==> config.mk <==
export PLATFORM = sky130hd
export DESIGN_NAME = mbrc_frame
export DESIGN_NICKNAME = d
export VERILOG_FILES = /design/src/sv/mbrc_pkg.sv /design/src/sv/mbrc_frame.sv
export SDC_FILE = /design/constraint.sdc
export NUM_CORES = 1
export LEC_CHECK = 0
export ABC_AREA = 1
export BUFFER_PORTS_ARGS = -buffer_cell sky130_fd_sc_hd__buf_2
export CAP_MARGIN = 10
export CORE_MARGIN = 1
export CORE_UTILIZATION = 51
export CTS_CLUSTER_SIZE = 10
export DETAILED_ROUTE_END_ITERATION = 8
export HOLD_SLACK_MARGIN = 0.08
export PLACE_DENSITY = 0.73
export SYNTH_ARGS = -nofsm -noshare
export SYNTH_HDL_FRONTEND = slang
export SYNTH_SLANG_ARGS = --single-unit
==> constraint.sdc <==
create_clock -name clk -period 2.8 [get_ports clk]
set_clock_uncertainty 0.1 [all_clocks]
set_input_delay 0.28 -clock clk [delete_from_list [all_inputs] [get_ports clk]]
set_output_delay 0.28 -clock clk [all_outputs]
set_load 0.02 [all_outputs]
==> src/sv/mbrc_pkg.sv <==
// Shared types, constants and the byte-wide CRC step for the Modbus RTU
// read-holding-registers response checker. No dependencies.
package mbrc_pkg;

  localparam int unsigned MAX_REGISTERS = 125;

  localparam logic [15:0] CRC_INIT = 16'hFFFF;
  localparam logic [15:0] CRC_POLY = 16'hA001;
  localparam logic [7:0]  FUNC_READ_HOLDING = 8'h03;
  localparam logic [8:0]  POS_MAX = 9'h1FF;
  localparam logic [6:0]  MAX_REG_COUNT = 7'(MAX_REGISTERS);

  typedef enum logic {
    KIND_WORD   = 1'b0,
    KIND_STATUS = 1'b1
  } kind_t;

  typedef enum logic [1:0] {
    ST_OK       = 2'd0,
    ST_HEADER   = 2'd1,
    ST_CRC      = 2'd2,
    ST_BYTE_CNT = 2'd3
  } status_t;

  typedef struct packed {
    logic [7:0] rx_byte;
    logic       frame_start;
    logic [6:0] expected_count;
  } in_t;

  typedef struct packed {
    logic        kind;
    logic [15:0] word_value;
    logic [6:0]  word_index;
    logic [1:0]  status;
  } out_t;

  // result of one processed byte, with a flag for whether a word is produced
  typedef struct packed {
    logic produced;
    out_t word;
  } res_t;

  // CRC-16/MODBUS over one byte, LSB first
  function automatic logic [15:0] crc_byte(input logic [15:0] crc_in,
                                           input logic [7:0]  b);
    logic [15:0] c;
    c = crc_in ^ {8'h00, b};
    for (int k = 0; k < 8; k++) begin
      if (c[0]) begin
        c = (c >> 1) ^ CRC_POLY;
      end else begin
        c = c >> 1;
      end
    end
    return c;
  endfunction

endpackage

==> src/sv/mbrc_frame.sv <==
// Frame tracker: position, CRC, header check, word assembly and the
// end-of-frame status. Uses mbrc_pkg.
module mbrc_frame
  import mbrc_pkg::*;
(
  input  logic       clk,
  input  logic       rst,
  input  logic       advance,
  input  in_t        item,
  input  logic [7:0] slave_address,
  output res_t       res
);

  logic [8:0]  byte_position, byte_position_next;
  logic [15:0] crc_accumulator, crc_accumulator_next;
  logic [7:0]  byte_count_field, byte_count_field_next;
  logic [7:0]  held_high_byte, held_high_byte_next;
  logic [7:0]  crc_low_received, crc_low_received_next;
  logic        header_mismatch, header_mismatch_next;
  logic [6:0]  requested_count, requested_count_next;
  logic [6:0]  word_counter, word_counter_next;

  logic [8:0]  pos;
  logic [8:0]  data_end;
  logic [8:0]  data_off;
  logic [15:0] crc_cur;
  logic [15:0] crc_upd;
  logic [15:0] crc_got;
  logic        count_ok;
  logic [7:0]  b;

  always_comb begin
    b = item.rx_byte;

    // a start flag opens a fresh frame before the byte is looked at
    if (item.frame_start) begin
      pos                   = '0;
      crc_cur               = CRC_INIT;
      byte_count_field_next = '0;
      held_high_byte_next   = '0;
      crc_low_received_next = '0;
      header_mismatch_next  = 1'b0;
      requested_count_next  = item.expected_count;
      word_counter_next     = '0;
    end else begin
      pos                   = byte_position;
      crc_cur               = crc_accumulator;
      byte_count_field_next = byte_count_field;
      held_high_byte_next   = held_high_byte;
      crc_low_received_next = crc_low_received;
      header_mismatch_next  = header_mismatch;
      requested_count_next  = requested_count;
      word_counter_next     = word_counter;
    end

    data_end = 9'd3 + {1'b0, byte_count_field_next};
    data_off = pos - 9'd3;
    crc_upd  = crc_byte(crc_cur, b);
    crc_accumulator_next = crc_cur;
    crc_got  = {b, crc_low_received_next};
    count_ok = (requested_count_next != '0) &&
               (requested_count_next <= MAX_REG_COUNT) &&
               (byte_count_field_next == {requested_count_next, 1'b0});

    res = '0;

    if (pos == 9'd0) begin
      if (b != slave_address) header_mismatch_next = 1'b1;
      crc_accumulator_next = crc_upd;
    end else if (pos == 9'd1) begin
      if (b != FUNC_READ_HOLDING) header_mismatch_next = 1'b1;
      crc_accumulator_next = crc_upd;
    end else if (pos == 9'd2) begin
      byte_count_field_next = b;
      crc_accumulator_next  = crc_upd;
    end else if (pos < data_end) begin
      crc_accumulator_next = crc_upd;
      if (!data_off[0]) begin
        held_high_byte_next = b;
      end else begin
        res.produced        = 1'b1;
        res.word.kind       = KIND_WORD;
        res.word.word_value = {held_high_byte_next, b};
        res.word.word_index = word_counter_next;
        res.word.status     = ST_OK;
        word_counter_next   = word_counter_next + 7'd1;
      end
    end else if (pos == data_end) begin
      crc_low_received_next = b;
    end else if (pos == data_end + 9'd1) begin
      res.produced    = 1'b1;
      res.word.kind   = KIND_STATUS;
      if (header_mismatch_next) begin
        res.word.status = ST_HEADER;
      end else if (crc_got != crc_cur) begin
        res.word.status = ST_CRC;
      end else if (!count_ok) begin
        res.word.status = ST_BYTE_CNT;
      end else begin
        res.word.status = ST_OK;
      end
    end
    // later positions are surplus bytes: drop them

    byte_position_next = (pos < POS_MAX) ? pos + 9'd1 : pos;
  end

  always_ff @(posedge clk) begin
    if (rst) begin
      byte_position    <= '0;
      crc_accumulator  <= CRC_INIT;
      byte_count_field <= '0;
      held_high_byte   <= '0;
      crc_low_received <= '0;
      header_mismatch  <= 1'b0;
      requested_count  <= 7'd1;
      word_counter     <= '0;
    end else if (advance) begin
      byte_position    <= byte_position_next;
      crc_accumulator  <= crc_accumulator_next;
      byte_count_field <= byte_count_field_next;
      held_high_byte   <= held_high_byte_next;
      crc_low_received <= crc_low_received_next;
      header_mismatch  <= header_mismatch_next;
      requested_count  <= requested_count_next;
      word_counter     <= word_counter_next;
    end
  end

endmodule

==> results.md <==
* Status: finished with violations
* Failing checks: negative setup slack
* Vias per cell at 5.64
* Total CTS buffers at 9
* Peak VDD IR at 0.000215 V
* Initial antenna violation count at 0
* Fin worst setup slack at -0.306 ns
* DRC errors left at 0
* Drt pass-1 iters at 9
* Buffers on Ports at 53
* Count of max-cap constraint violations at 0
* Vias in the first global route at 5963
* First-pass GRT wire length at 27700 um
* Antenna cells at 0
* Clock Path Buffers at 2
* Row count at 36
* Most common cell in the netlist: nand2_1
* Core ar. at 0.00968 mm^2
* Nets at 1006
* Rel. slew slack at 0.444
* Crit path launch type: flop
* WP data required at between 2 and 2.5 ns
* Placed instance count at 1075
* Syn_area_per_cell at 6.02 um^2
* Post-Route WL at between 15000 and 20000 um
* Routed Antenna Nets at 0
* P per Cell Area at between 300 and 400 mW/mm^2
* Dpl ws at -0.293 ns
* CTS HTree Levels at 3
* Yosys top cell by area: dfxtp_1
* Syn. warnings at 0
* WL/cell at 15.8 um
* Post-synthesis sequential area ratio at 0.253
* Total power at 2.28 mW
* Final Cell Area at between 0.006 and 0.007 mm^2
* Setup crit end kind: primary output
* RSZ-0062 raised after global routing: yes
* Routed vias at 6196
* Post-synthesis register bit count at 64
* Crit path kind: flop to primary output
* Crit-path max FO at 5
* Max Fclk at 0.322 GHz
* Global route total overflow at 0
* Placed Area at between 0.006 and 0.007 mm^2
* Leakage power at 3.08 nW
* Global-route usage over all layers at 0.346
* RePlAce Congestion at 0.958
* Layout cells sized above 1 at 0.262
* Largest net degree at the start of global routing at 44
* Top post-synthesis cells by area: dfxtp_1 (25%), nand2_1 (15%), nor2_1 (7.9%), nand3_1 (6.5%), inv_1 (6.2%)
* Setup Viol. Count Final at 31
* Worst Tran Pin Value at 0.833 ns
* Die X at 102 um
* CTS tree: done
* Worst-path clk slew at 0.07 ns
* Syn_nets at 884
* Synthesized instance count at between 800 and 900
* Die area at 0.0103 mm^2
* Clock Sinks at 64
* Post-layout util at 0.709
* Cell area after synthesis at 0.00506 mm^2
* Starting Density at 0.523
* Post-synth ARST share at 0
* Yosys top cell area share at 0.253
* Fillers at 789
* Synth top cells by count: nand2_1 (206), nor2_1 (106), inv_1 (84)
* HPWL after detailed placement at 12300 um
* Fin cells at roughly 1100
* Layout area overhead at 35.6%
* Fin crit period at slightly above 3 ns
* I/O Pins at 54
* Clock latency on the worst-skew pair at approximately 0.36 ns
* Final Max Tran Viols at 0
* Synth unique cells at 37
* 1st-iter DRT viols at 456
* Final Cycle Share at 1.11
* Dominant synthesized flop cell: dfxtp_1
* Hold Path Class: primary input to flop
* Worst EP arrival at ~2.7 ns
* Die Y at 102 um
* CTS root buf: clkbuf_8
* Fin. Hold Viols at 0
* EDFF count, synth at 0
==> sequential cells by signal, summed over array words and instances (netlist names) <==
register and cells:
crc_low_received 8, word_counter 7, byte_count_field 8, requested_count 7
held_high_byte 8, byte_position 9, crc_accumulator 16, header_mismatch 1
==> final timing paths <==
| check | from | end | slack (ns) | depth (start not counted) |
|---|---|---|---|---|
| max | byte_count_field[3]$_SDFFE_PP0P_ | res[8] | -0.31 | 15 |
| min | item[2] | requested_count[2]$_SDFFE_PP0P_ | 0.09 | 3 |
| max reg2reg | byte_count_field[3]$_SDFFE_PP0P_ | crc_accumulator[2]$_SDFFE_PP1P_ | -0.08 | 16 |
| min reg2reg | crc_low_received[7]$_SDFFE_PP0P_ | crc_low_received[7]$_SDFFE_PP0P_ | 0.37 | 2 |
==> routing by layer <==
metal	vias up	GRT usage	part of all wire
li1	3009	-	-
met1	2845	0.408	0.40
met2	275	0.576	0.48
met3	67	0.0656	0.077
met4	0	0.222	0.044
met5	-	0	0
==> logic make-up (layout without fill, tap and decap cells) <==
kind of cell / count (synthesis) / count (layout) / synth area share
AOI/OAI and AO/OA: 161 / 161 / 0.176
xor gates and xnor gates: 26 / 26 / 0.0450
buffers and inverters: 136 / 260 / 0.109
DFF: 64 / 64 / 0.253
adders and majority gates: 16 / 16 / 0.0395
and+or+nand+nor: 438 / 438 / 0.378
==> report_power, final <==
part | switching, mW | internal [mW] | total [mW]
sequential | 0.0273 | 0.951 | 0.979
clock | 0.359 | 0.354 | 0.713
combinational | 0.372 | 0.222 | 0.593
total | 0.758 | 1.53 | 2.28
==> repair_timing <==
item,in CTS,in global routing
cloned,1,0
setup endpoints to repair,45,61
gates resized for setup,83,34
hold buffers,1,0
endpoints found under the hold margin,1,0
buffers inserted,5,6
pin swaps,21,12
==> cell usage in the layout, fill, tap and decap left out, drive strengths merged, types with 2 or more instances in the layout <==
cell type,Yosys,final
nor3,25,25
nor2,107,107
xor2,15,15
o221ai,2,2
nand4,15,15
nand3,68,68
o22ai,3,3
clkbuf,27,12
nand2,213,213
nor3b,5,5
a21oi,61,61
a31oi,8,8
dfxtp,64,64
buf,19,156
inv,90,90
xnor2,11,11
o21ai,63,63
o211ai,18,18
nor4,3,3
a211oi,4,4
ha,16,16
==> area by class of cell <==
type	count	area, um^2	share of cell area
multi-input cells	641	3640	0.530
flip-flops and latches	64	1280	0.187
repair buffers	157	1270	0.185
inverters	90	348	0.0507
well taps	133	166	0.0242
clock buffers	12	155	0.0226
clock inverters	1	5.00	0.000729
==> metrics by stage <==
stage          hold WS, ns  setup TNS, ns
5_1_grt              0.104         -16.86
2_1_floorplan        0.315         -0.326
6_report            0.0862          -6.93
4_1_cts             0.0822          -5.23
3_5_place_dp         0.359         -11.09
3_3_place_gp         0.352          -6.70
==> critical path, stage by stage (launching register included) <==
cell	delay [ns]
dfxtp_2	0.34
inv_2	0.06
nor2_4	0.13
ha_4	0.16
nand2_4	0.07
nor2_4	0.14
nand3_4	0.10
ha_4	0.25
a21oi_2	0.15
o21a_1	0.18
nand3_4	0.11
nor2_4	0.13
nand2_4	0.11
buf_12	0.16
nor3_4	0.13
buf_6	0.14
Power figures use the tool's default switching activity.
